## src/sv/aarr_pkg.sv

```systemverilog
// Package for the axis angle rotation rate core.
// Holds item types, pipeline payload types, fixed-point constants and the atan table.
package aarr_pkg;

  localparam int VEC_W = 28;   // CORDIC vector width (Q1.14 widened by 8 fraction bits)
  localparam int ANG_W = 17;   // angle accumulator, Q3.13 with headroom
  localparam int MAG_W = 15;   // |angle difference| < pi
  localparam int QUO_W = 28;   // speed magnitude, unsigned Q.20
  localparam int SUM_W = 44;   // rounded dividend width
  localparam int DIV_STAGES = QUO_W;

  localparam logic signed [ANG_W-1:0] ANG_PI      = 17'sd25736;
  localparam logic signed [ANG_W-1:0] ANG_HALF_PI = 17'sd12868;
  localparam logic [MAG_W-1:0]        ANG_QTR_PI  = 15'd6434;
  localparam logic [15:0]             GAIN_RESET  = 16'd256;

  typedef struct packed {
    logic signed [15:0] cur_x;
    logic signed [15:0] cur_y;
    logic signed [15:0] tgt_x;
    logic signed [15:0] tgt_y;
  } in_t;

  typedef struct packed {
    logic signed [31:0] rate_x;
    logic signed [31:0] rate_y;
  } out_t;

  typedef struct packed {
    logic signed [VEC_W-1:0] x;
    logic signed [VEC_W-1:0] y;
    logic signed [ANG_W-1:0] z;
    logic                    zero;   // direction was (0,0): angle forced to 0
  } vec_t;

  typedef struct packed {
    logic signed [15:0] cx;
    logic signed [15:0] cy;
    vec_t               a;          // current direction
    vec_t               b;          // target direction
  } cor_t;

  typedef struct packed {
    logic signed [15:0] cx;
    logic signed [15:0] cy;
    logic               neg;        // angle difference below zero
    logic [MAG_W-1:0]   den;
    logic [MAG_W-1:0]   rem;
    logic [QUO_W-1:0]   dq;         // dividend bits shifting out, quotient bits in
  } div_t;

  // atan(2^-i) in Q3.13
  function automatic logic signed [ANG_W-1:0] atan_q13(input int i);
    logic signed [ANG_W-1:0] v;
    unique case (i)
      0:       v = 17'sd6434;
      1:       v = 17'sd3798;
      2:       v = 17'sd2007;
      3:       v = 17'sd1019;
      4:       v = 17'sd511;
      5:       v = 17'sd256;
      6:       v = 17'sd128;
      7:       v = 17'sd64;
      8:       v = 17'sd32;
      9:       v = 17'sd16;
      10:      v = 17'sd8;
      11:      v = 17'sd4;
      12:      v = 17'sd2;
      13:      v = 17'sd1;
      default: v = 17'sd0;
    endcase
    return v;
  endfunction

endpackage

```

## src/sv/aarr_cordic_cell.sv

```systemverilog
// One CORDIC vectoring cell, rotating the current and target vectors together.
// Depends on aarr_pkg.
module aarr_cordic_cell #(
  parameter int STAGE = 0
) (
  input  logic          clk,
  input  logic          rst_n,
  input  logic          in_vld,
  input  aarr_pkg::cor_t in_d,
  output logic          out_vld,
  output aarr_pkg::cor_t out_d
);

  logic           vld_r;
  aarr_pkg::cor_t d_r, d_nxt;

  function automatic aarr_pkg::vec_t rot(input aarr_pkg::vec_t v);
    aarr_pkg::vec_t r;
    r = v;
    if (v.y >= 0) begin
      r.x = v.x + (v.y >>> STAGE);
      r.y = v.y - (v.x >>> STAGE);
      r.z = v.z + aarr_pkg::atan_q13(STAGE);
    end else begin
      r.x = v.x - (v.y >>> STAGE);
      r.y = v.y + (v.x >>> STAGE);
      r.z = v.z - aarr_pkg::atan_q13(STAGE);
    end
    return r;
  endfunction

  // micro-rotation of both vectors
  always_comb begin
    d_nxt    = in_d;
    d_nxt.a  = rot(in_d.a);
    d_nxt.b  = rot(in_d.b);
  end

  always_ff @(posedge clk) begin
    if (!rst_n) begin
      vld_r <= 1'b0;
    end else begin
      vld_r <= in_vld;
    end
  end

  always_ff @(posedge clk) begin
    d_r <= d_nxt;
  end

  assign out_vld = vld_r;
  assign out_d   = d_r;

endmodule

```

## config.mk

```make
export PLATFORM = sky130hd
export DESIGN_NAME = aarr_cordic_cell
export DESIGN_NICKNAME = d
export VERILOG_FILES = /design/src/sv/aarr_pkg.sv /design/src/sv/aarr_cordic_cell.sv
export SDC_FILE = /design/constraint.sdc
export NUM_CORES = 1
export LEC_CHECK = 0
export BUFFER_PORTS_ARGS = -buffer_cell sky130_fd_sc_hd__buf_2
export CORE_MARGIN = 2
export CORE_UTILIZATION = 38
export CTS_CLUSTER_SIZE = 14
export DETAILED_ROUTE_END_ITERATION = 10
export PLACE_DENSITY = 0.63
export SYNTH_ARGS = -nofsm -noshare
export SYNTH_HDL_FRONTEND = slang
export SYNTH_SLANG_ARGS = --single-unit
```

## constraint.sdc

```tcl
create_clock -name clk -period 7.6 [get_ports clk]
set_clock_uncertainty 0.1 [all_clocks]
set_input_delay 0.76 -clock clk [delete_from_list [all_inputs] [get_ports clk]]
set_output_delay 0.76 -clock clk [all_outputs]
set_load 0.01 [all_outputs]
```

==> qor.txt <==
max_slew headroom - 42.5%
top_reg_cell synth - dfxtp_1
area of the die - 38400 um2
post-synthesis xor/xnor area fraction - 8.25%
CP arrival - 3.92 ns
critical path peak fanout - 73
Synthesized Nets - 2085
CP Capture Type - flip-flop
FMAX - 275 MHz
Syn Area/Cell - 8.12 um2
kind of critical path - in2reg
pre-CTS setup slack - 3.56 ns
Post-Synth Adder-Cell Area - 16.0%
Nets - 2393
layout cells sized above 1 - 22.2%
post-synthesis register bit count - 179
drt wl/cell - 18.1 um
Root Buffer - clkbuf_16
Worst Hold Class - in2reg
die width - 196 um
DR iter-0 viols - 1021
DIE HEIGHT - 196 um
drt drc - 0
number of CTS-inserted buffers - 17
status - complete, no violations
Max Buffers Root-to-Sink - 2
IO buf count - 363
CP peak stage delay - 0.62 ns
grt ovf - 0
Filler cells - 3669
fin crit period - 3.64 ns
RSZ-0062 raised after global routing - no
core area - 36400 um2
Critical Path RT - 7.89 ns
Worst Tran Pin Value - 0.863 ns
Initial Util - 38.5%
post_cts resized - 0
row count - 70
io pins - 364
YS warnings - 0
Num Clock Sinks - 179
first-pass GRT wire length - 69800 um
CTS hold repair buffers - 0
largest family of logic cells by synthesized area - compound AO/OA/AOI/OAI gates
mux contribution to synthesized area - 2.64%
# setup viols final - 0
drt pass-1 iters - 6
Post-CTS Setup Bufs - 0
area grow syn2layout - 19.1%
post-synth top area share - 25.6%
maximum VDD drop - 0.000155 V
Critical Path Source Type - input pin
Post-Synth Simple-Gate Area - 13.8%
final WL - 45500 um
Post-synth EDFFs - 0
ANT nets after route - 0
CP Launch Point - in_d[119]
Critical-path top delay cell - buf_4
WP buf/inv - 5
gpl congestion - 0.961
vias - 13600
sequential area share after synthesis - 25.6%
vias in the first global route - 13100
Hold Fails Final Rpt - 0
worst path cell trace - buf_2, buf_4, inv_1, buf_4, ha_1, inv_1, a2111oi_0, a21oi_1, o21a_1, nor2_1, a21o_1, a21oi_1, mux2i_1, xor2_1
Seq. cell area - 3580 um2
Syn Inst Count - 1726
CTS H-Tree Depth - 4
critical path depth in cells - 14
PD cells - 199 nW/um2
Final Max Slew Viols - 0
main area contributors after synthesis - dfxtp_1, ha_1, a21oi_1, xnor2_1, inv_1
Worst path top cell family by delay - buffers and inverters
Worst Setup EP - out_d[90]$_DFF_P_
Netlist cell types - 95
worst setup slack after layout - 3.96 ns
Max Cap Viol - 0
hpwl dp - 36300 um
largest net degree at the start of global routing - 81
initial antenna violation count - 11
Mapped Area - 14000 um2
footprint of the multi-input gates - 9390 um2
Post-Route Setup TNS - 0 ns
vias per cell - 5.38
ys async rst share - 0%
Total Routing Usage GR - 22.9%
Yosys top cell by area - dfxtp_1
post-synthesis compound-gate area fraction - 26.3%
CTS tree - built
Lkg Pwr - 8.00 nW
Clk pin slew, worst setup/hold paths - 0.08 ns
fin crit share - 47.8%
==> stage by stage <==
step / hold WS, ns / util (%) / instances / instance area, um2 / power (mW)
floorplan: 0.688 / - / 1726 / 14000 / 1.95
global placement: 0.762 / 44.1 / 2483 / 16100 / 2.39
detailed placement: 0.764 / 44.1 / 2483 / 16100 / 2.40
CTS: 0.272 / 45.8 / 2515 / 16700 / 3.34
global route: 0.274 / 45.8 / 2518 / 16700 / 3.51
finish: 0.304 / 45.8 / 2519 / 16700 / 3.32
==> Yosys cell counts (6+ instances only) <==
library cell,number
a21oi_2,8
mux2i_1,37
o21ai_1,23
buf_1,18
a211o_1,6
and3_1,7
o21ai_0,86
nand4_1,14
xor2_1,37
fa_1,6
nor2_1,146
nand2_1,87
a21oi_1,178
nand2b_1,20
inv_2,8
o21bai_1,41
nor2b_1,21
o21a_1,13
dfxtp_1,179
clkbuf_1,25
nor4_1,16
a22oi_1,7
o31ai_1,17
nand3b_1,6
a21o_1,36
or3_1,6
buf_2,24
nor3_1,30
o211ai_1,14
a2111oi_0,13
a31oi_1,13
xnor2_1,95
nand3_1,24
inv_1,164
ha_1,170
a211oi_1,11
buf_4,7
==> layout by cell type, fill, tap and decap left out, types with 17 or more instances in the layout <==
cell type	netlist	routed
buf_2	24	363
dfxtp_1	179	179
a21oi_1	178	178
ha_1	170	170
inv_1	164	164
nor2_1	146	146
xnor2_1	95	95
nand2_1	87	87
o21ai_0	86	86
o21bai_1	41	41
xor2_1	37	37
mux2i_1	37	37
a21o_1	36	36
nor3_1	30	30
nand3_1	24	24
o21ai_1	23	23
nor2b_1	21	21
nand2b_1	20	20
o31ai_1	17	17
clkbuf_16	0	17
==> cell families after synthesis <==
group | count (synthesis)
AND/OR/NAND/NOR | 404
buffers and inverters | 253
multiplexers | 37
adder cells (fa/ha/maj) | 176
flip-flops | 179
AO/OA/AOI/OAI | 545
XOR/XNOR | 132
==> per-layer routing <==
| layer | GRT usage [%] | up-vias | part of all wire [%] |
|---|---|---|---|
| met3 | 4.74 | 75 | 6.7 |
| met5 | 0 | - | 0.20 |
| met4 | 7.69 | 14 | 2.5 |
| li1 | - | 6636 | - |
| met1 | 28.4 | 6336 | 43 |
| met2 | 39.5 | 502 | 48 |
==> state kept, by name, summed over array words and instances (netlist names) <==
| signal | cells |
|---|---|
| out_vld | 1 |
| out_d | 178 |
==> worst min-delay path by stage <==
stage,depth (start not counted),end,from
after floorplan,0,out_d[0]$_DFF_P_,in_d[0]
after global placement,1,out_d[151]$_DFF_P_,in_d[151]
after detailed placement,1,out_d[170]$_DFF_P_,in_d[170]
after CTS,1,out_d[1]$_DFF_P_,in_d[1]
after global routing,1,out_d[152]$_DFF_P_,in_d[152]
final,1,out_d[160]$_DFF_P_,in_d[160]
==> power by group <==
group          switching (mW)  internal (mW)  leakage, nW  total (mW)
clock network           0.452          0.474        0.294       0.927
registers              0.0491           1.11         1.51        1.16
logic                   0.748          0.480         6.20        1.23
total                    1.25           2.07         8.00        3.32
==> cell type report <==
cell class              count  area share, %
diodes                      4         0.0600
clock buffers              17           2.55
clock inverters            15           1.09
inverters                 175           3.94
multi-input cells        1294           56.3
flip-flops and latches    179           21.5
well taps                 468           3.51
repair buffers            367           11.1
No activity file was read; power rests on OpenSTA's default activity.
