**src/sv/aarr_pkg.sv**
```systemverilog
// Package for the axis angle rotation rate core.
// Holds item types, pipeline payload types, fixed-point constants and the atan table.
package aarr_pkg;

  localparam int VEC_W = 28;   // CORDIC vector width (Q1.14 widened by 8 fraction bits)
  localparam int ANG_W = 17;   // angle accumulator, Q3.13 with headroom
  localparam int MAG_W = 15;   // |angle difference| < pi
  localparam int QUO_W = 28;   // speed magnitude, unsigned Q.20
  localparam int SUM_W = 44;   // rounded dividend width
  localparam int DIV_STAGES = QUO_W;

  localparam logic signed [ANG_W-1:0] ANG_PI      = 17'sd25736;
  localparam logic signed [ANG_W-1:0] ANG_HALF_PI = 17'sd12868;
  localparam logic [MAG_W-1:0]        ANG_QTR_PI  = 15'd6434;
  localparam logic [15:0]             GAIN_RESET  = 16'd256;

  typedef struct packed {
    logic signed [15:0] cur_x;
    logic signed [15:0] cur_y;
    logic signed [15:0] tgt_x;
    logic signed [15:0] tgt_y;
  } in_t;

  typedef struct packed {
    logic signed [31:0] rate_x;
    logic signed [31:0] rate_y;
  } out_t;

  typedef struct packed {
    logic signed [VEC_W-1:0] x;
    logic signed [VEC_W-1:0] y;
    logic signed [ANG_W-1:0] z;
    logic                    zero;   // direction was (0,0): angle forced to 0
  } vec_t;

  typedef struct packed {
    logic signed [15:0] cx;
    logic signed [15:0] cy;
    vec_t               a;          // current direction
    vec_t               b;          // target direction
  } cor_t;

  typedef struct packed {
    logic signed [15:0] cx;
    logic signed [15:0] cy;
    logic               neg;        // angle difference below zero
    logic [MAG_W-1:0]   den;
    logic [MAG_W-1:0]   rem;
    logic [QUO_W-1:0]   dq;         // dividend bits shifting out, quotient bits in
  } div_t;

  // atan(2^-i) in Q3.13
  function automatic logic signed [ANG_W-1:0] atan_q13(input int i);
    logic signed [ANG_W-1:0] v;
    unique case (i)
      0:       v = 17'sd6434;
      1:       v = 17'sd3798;
      2:       v = 17'sd2007;
      3:       v = 17'sd1019;
      4:       v = 17'sd511;
      5:       v = 17'sd256;
      6:       v = 17'sd128;
      7:       v = 17'sd64;
      8:       v = 17'sd32;
      9:       v = 17'sd16;
      10:      v = 17'sd8;
      11:      v = 17'sd4;
      12:      v = 17'sd2;
      13:      v = 17'sd1;
      default: v = 17'sd0;
    endcase
    return v;
  endfunction

endpackage

```
**src/sv/aarr_div_cell.sv**
```systemverilog
// One restoring-division cell: yields one speed quotient bit per cycle.
// Depends on aarr_pkg.
module aarr_div_cell (
  input  logic          clk,
  input  logic          rst_n,
  input  logic          in_vld,
  input  aarr_pkg::div_t in_d,
  output logic          out_vld,
  output aarr_pkg::div_t out_d
);

  logic                     vld_r;
  aarr_pkg::div_t           d_r, d_nxt;
  logic [aarr_pkg::MAG_W:0] rem2;
  logic                     ge;

  // shift in next dividend bit, trial subtract
  always_comb begin
    rem2  = {in_d.rem, in_d.dq[aarr_pkg::QUO_W-1]};
    ge    = (rem2 >= {1'b0, in_d.den});
    d_nxt = in_d;
    if (ge) begin
      d_nxt.rem = aarr_pkg::MAG_W'(rem2 - {1'b0, in_d.den});
    end else begin
      d_nxt.rem = rem2[aarr_pkg::MAG_W-1:0];
    end
    d_nxt.dq = {in_d.dq[aarr_pkg::QUO_W-2:0], ge};
  end

  always_ff @(posedge clk) begin
    if (!rst_n) begin
      vld_r <= 1'b0;
    end else begin
      vld_r <= in_vld;
    end
  end

  always_ff @(posedge clk) begin
    d_r <= d_nxt;
  end

  assign out_vld = vld_r;
  assign out_d   = d_r;

endmodule

```
**config.mk**
```make
export PLATFORM = sky130hd
export DESIGN_NAME = aarr_div_cell
export DESIGN_NICKNAME = d
export VERILOG_FILES = /design/src/sv/aarr_pkg.sv /design/src/sv/aarr_div_cell.sv
export SDC_FILE = /design/constraint.sdc
export NUM_CORES = 1
export LEC_CHECK = 0
export BUFFER_PORTS_ARGS = -buffer_cell sky130_fd_sc_hd__buf_2
export CORE_MARGIN = 2
export CORE_UTILIZATION = 37
export DETAILED_ROUTE_END_ITERATION = 8
export HOLD_SLACK_MARGIN = 0.06
export PLACE_DENSITY = 0.79
export SLEW_MARGIN = 20
export SYNTH_ARGS = -nofsm -noshare
export SYNTH_HDL_FRONTEND = slang
export SYNTH_SLANG_ARGS = --single-unit
```
**constraint.sdc**
```tcl
create_clock -name clk -period 2.8 [get_ports clk]
set_input_delay 0.56 -clock clk [delete_from_list [all_inputs] [get_ports clk]]
set_output_delay 0.56 -clock clk [all_outputs]
set_load 0.05 [all_outputs]
```
==> results.toml, run 1 <==
[run_status]
status = "finished clean"

[clock_tree]
cts_hold_buf = 0
h-tree-depth = 3
cts_setup_buffers = 0
cts_root_buf = "clkbuf_8"
cts_tree = "done"
cts.path.max_buffers = 2
cts_num_sinks = 92
postCtsResizedCells = 0
clk_pin_slew_ns = 0.10
numCtsBuffers = 9

[route]
vias = 2335
wl_um = 7280
routedWlPerCell_um = 13.6
via_per_inst = 4.37
drc = 0
drt-initial-drc-count = 54
drt_pass1_iterations = 4
drtAntennaViolNets = 0

[sta]
final.min_clock_period_ns = 2.53
fin_setup_tns_ns = 0
period_share_pct = 90.4
hold_viol = 0
rsz0062_at_grt = "no"
slew_headroom_pct = 66.3
tightest_slew_ns = 0.503
fmax_mhz = 395
setup_viol = 0
timing.hold.ws_ns = 0.309
slew_violations = 0

[floorplan]
core.rowCount = 32
die_h_um = 91.8
dieArea_sq_um = 8430
start_util_pct = 37.5
ios = 186
coreArea_sq_um = 7610
die_w_um = 91.8

[worst_hold_path]
min_path_type = "input port to flip-flop"
min-delay-start = "in_d[1]"
worstHoldEndpoint = "out_d[2]$_DFF_P_"
whs_path_depth = 1

[critical_path]
startpoint_type = "input port"
end_kind = "flip-flop"
cp.arrival_ns = 2.78
cp.required_ns = 3.04
path_max_fanout = 2
critPathKind = "input port to flip-flop"

[layout]
diodes = 0
drive_gt1_share_pct = 53.7
register_area_sq_um = 1840
fill_cells = 691
synthToLayoutAreaGrowth_pct = 45.7
nets = 537
fin_cells = 534
multi_input_comb_area_sq_um = 925

[yosys]
synth_warnings = 0
synth_top_family_by_area = "compound AO/OA/AOI/OAI gates"
synth-async-reset-ratio_pct = 0
synth_top_area_cell = "dfxtp_1"
synth_nets = 332
postSynthCellCount = 222
synthAdderAreaFrac_pct = 7.28
yosys_most_used_dff = "dfxtp_1"
synthSimpleGateAreaFrac_pct = 5.13
synthXorXnorAreaFrac_pct = 2.76
synth_top_area_share_pct = 64.6
synth.area.top_cells = "dfxtp_1 (65%), ha_1 (6.6%), inv_1 (2.6%), mux2_4 (2.6%), mux2_2 (2.4%)"
syn-cell-area_sq_um = 2850
postSynthAreaPerCell_sq_um = 12.9
synth_edf_count = 0
synth_mux_area_share_pct = 5.70
synth_cell_types = 40
synth-seq-cells = 92
ys_seq_area_share_pct = 64.6
synth_compound_area_share_pct = 11.5

[placement]
gp_congestion = 0.812
io_buffers = 185
dp_cells = 518
dp_hpwl_um = 6030

[global_routing]
antenna_found_initial = 0
grt_pass1_wl_um = 10800
grt_use_total_pct = 16.8
grt_max_degree = 19
grt_overflow = 0
grt_pass1_vias = 2304

[pwr]
power_density_nw_per_um2 = 743
vdd_drop_max_mv = 0.275
p_leak_nw = 2.15

[flow_run]
max-cap-violations = 0
[report_power, final]
group | leakage (nW) | internal [mW] | switching (mW)
combinational | 1.28 | 0.255 | 0.567
clock | 0.0988 | 0.347 | 0.484
sequential | 0.776 | 1.41 | 0.0232
total | 2.15 | 2.01 | 1.07
[worst max-delay path by stage]
stage | cells past startpoint | slack [ns] | from | end
final | 11 | 0.27 | in_d[27] | out_d[38]$_DFF_P_
after global routing | 11 | 0.19 | in_d[27] | out_d[38]$_DFF_P_
after CTS | 11 | 0.31 | in_d[27] | out_d[38]$_DFF_P_
after floorplan | 10 | 0.02 | in_d[27] | out_d[36]$_DFF_P_
after detailed placement | 11 | -0.07 | in_d[27] | out_d[38]$_DFF_P_
after global placement | 11 | 0.02 | in_d[27] | out_d[38]$_DFF_P_
[layer usage]
metal  GRT usage (%)  routed length (um)  part of all wire [%]
met1            16.4                2740                    38
met2            31.2                3790                    52
met3            6.41                 576                   7.9
met4            7.09                 174                   2.4
met5               0                   0                     0
[cell type report]
type	count	share of cell area, %
sequential	92	44.3
inverter	20	1.81
multi-input combinational	109	22.2
tap	102	3.07
clock inverter	7	1.51
timing repair buffer	195	24.1
clock buffer	9	2.98
[sequential cells by signal, indices dropped and copies added, names as in the netlist]
register,flops
out_vld,1
out_d,91
[cells in the mapped netlist, types with 2 or more instances]
cell	number
xor2_1	2
a21oi_1	7
inv_1	20
o31ai_1	2
a211oi_1	2
o21ai_0	3
nand3_1	4
nor2b_1	2
a31oi_1	2
and2_1	2
nand2_1	6
mux2_4	5
a31o_2	2
o21a_1	3
xnor2_1	7
mux2_2	6
a31oi_2	2
a21o_1	2
mux2i_1	2
nor2_1	14
dfxtp_1	92
o211a_1	2
a311oi_1	2
ha_1	15
[metrics by stage]
step | power (mW) | setup slack (ns) | area, sq um | utilization [%]
detailed placement | 2.29 | -0.0717 | 3970 | 52.2
global placement | 2.28 | 0.0192 | 3970 | 52.2
global route | 3.23 | 0.190 | 4160 | 54.6
floorplan | 2.06 | 0.0244 | 2850 | -
CTS | 3.13 | 0.314 | 4160 | 54.6
finish | 3.09 | 0.269 | 4160 | 54.6
[cells in the final DEF, fill, tap and decap left out, drive strengths merged, types with 2 or more instances in the layout]
master	netlist	final
a211oi	3	3
a21o	2	2
a21oi	8	8
a311oi	2	2
a31o	3	3
a31oi	4	4
and2	2	2
buf	1	195
clkbuf	0	9
dfxtp	92	92
ha	15	15
inv	20	26
mux2	11	11
mux2i	2	2
nand2	6	6
nand3	4	4
nor2	14	14
nor2b	2	2
o211a	2	2
o21a	3	3
o21ai	5	5
o31ai	2	2
xnor2	7	7
xor2	2	2
[cells by family after synthesis]
logic type	Yosys count
compound gates	39
mux	13
xor+xnor	9
fa+ha+maj	16
simple gates	32
buf+inv	21
flops	92
[critical path: stages]
cell and delay, ns:
buf_2 0.08, inv_1 0.04, ha_1 0.22, fa_1 0.39
and2b_1 0.24, o2111ai_2 0.14, buf_4 0.17, a311oi_1 0.36
o21ai_0 0.16, a21o_1 0.20, a31o_2 0.22
Power figures use the tool's default switching activity.
==> inputs of run 2 (changes only) <==
BUFFER_PORTS_ARGS = -buffer_cell sky130_fd_sc_hd__buf_4   (was -buffer_cell sky130_fd_sc_hd__buf_2)
==> run 2 against run 1 <==
Against the previous run: via count increased by 0.13%; die area unchanged; sequential share of layout area decreased by 4.5 points; flip-flop and latch count did not move; combinational power increased by 12%; routed wire length grew 8.5%.
==> results.toml, run 2 (synthesized netlist as in run 1, its figures left out) <==
[layout]
synthToLayoutAreaGrowth_pct = 62.1
final_cell_mix = "buf_4 (195), dfxtp_1 (92), inv_1 (20), ha_1 (15), nor2_1 (14)"
nets = 537
fin_cells = 534
drive_gt1_share_pct = 53.7
final_common_cell = "buf_4"
largest_reg_flops = 91
diodes = 0

[clock_tree]
cts.path.max_buffers = 2
cts_tree = "done"
cts_hold_buf = 0
numCtsBuffers = 9
cts_root_buf = "clkbuf_8"
cts_setup_buffers = 0
postCtsResizedCells = 0
clk_pin_slew_ns = 0.09
cts_num_sinks = 92
h-tree-depth = 3

[floorplan]
start_util_pct = 37.5
coreArea_sq_um = 7610
die_h_um = 91.8
dieArea_sq_um = 8430
ios = 186
die_w_um = 91.8
core.rowCount = 32

[sta]
tightest_slew_ns = 0.511
slew_violations = 0
setup_viol = 0
slew_headroom_pct = 65.0
setup_ws_ns = 0.292
fmax_mhz = 399
period_share_pct = 89.6
final.min_clock_period_ns = 2.51
hold_viol = 0
rsz0062_at_grt = "no"

[pwr]
vdd_drop_max_mv = 0.327
p_leak_nw = 2.32
power_density_nw_per_um2 = 693
total_power_mw = 3.21

[global_routing]
grt_overflow = 0
grt_pass1_vias = 2406
antenna_found_initial = 0
grt_max_degree = 17
grt_use_total_pct = 18.8
grt_pass1_wl_um = 12200

[placement]
gp_congestion = 0.804
io_buffers = 185
dp_cells = 518
place_ws_ns = -0.0431
dp_hpwl_um = 6420

[run_status]
status = "finished clean"

[route]
drtAntennaViolNets = 0
routedWlPerCell_um = 14.8
drc = 0
vias = 2338
via_per_inst = 4.38
drt-initial-drc-count = 62
drt_pass1_iterations = 4
wl_um = 7900

[critical_path]
critPathKind = "input port to flip-flop"
path_max_fanout = 2
end_kind = "flip-flop"
cp.arrival_ns = 2.74
cp.required_ns = 3.03
startpoint_type = "input port"

[worst_hold_path]
min_path_type = "input port to flip-flop"

[flow_run]
max-cap-violations = 0
==> run 2: cell type report <==
cell class | count | area [sq um]
Fill cell | 640 | 2980
Sequential cell | 92 | 1840
Timing Repair Buffer | 195 | 1460
Multi-Input combinational cell | 109 | 925
Clock buffer | 11 | 151
Tap cell | 102 | 128
Inverter | 20 | 75.1
Clock inverter | 5 | 40.0
==> run 2: power breakdown <==
group	internal, mW	total (mW)	switching (mW)
combinational	0.351	0.921	0.570
clock	0.382	0.841	0.459
sequential	1.41	1.44	0.0300
total	2.15	3.21	1.06
==> run 2: final timing paths <==
check / startpoint / end / slack [ns] / depth (start not counted)
max: in_d[27] / out_d[38]$_DFF_P_ / 0.29 / 11
min: in_d[23] / out_d[24]$_DFF_P_ / 0.31 / 1
==> run 2: per-stage QoR <==
| stage | setup TNS [ns] | utilization, % | hold WS, ns | area [sq um] |
|---|---|---|---|---|
| after floorplan | 0 | - | 0.588 | 2850 |
| after global placement | 0 | 58.3 | 0.665 | 4430 |
| after detailed placement | -0.148 | 58.3 | 0.666 | 4430 |
| after CTS | 0 | 60.8 | 0.298 | 4620 |
| after global routing | 0 | 60.8 | 0.285 | 4620 |
| final | 0 | 60.8 | 0.314 | 4620 |
==> run 2: routing by layer <==
metal	vias up	GRT usage (%)	routed length, um	part of all wire, %
met1	1052	19.3	2890	37
li1	1165	-	-	-
met5	-	0	0	0
met4	0	6.22	134	1.7
met2	111	34.6	4150	53
met3	10	7.64	728	9.2
==> run 2: worst max-delay path, stage by stage <==
cell and delay [ns]:
buf_4 0.08, inv_1 0.04, ha_1 0.22, fa_1 0.39, and2b_1 0.24, o2111ai_2 0.13
buf_4 0.17, a311oi_1 0.34, o21ai_0 0.16, a21o_1 0.20, a31o_2 0.22
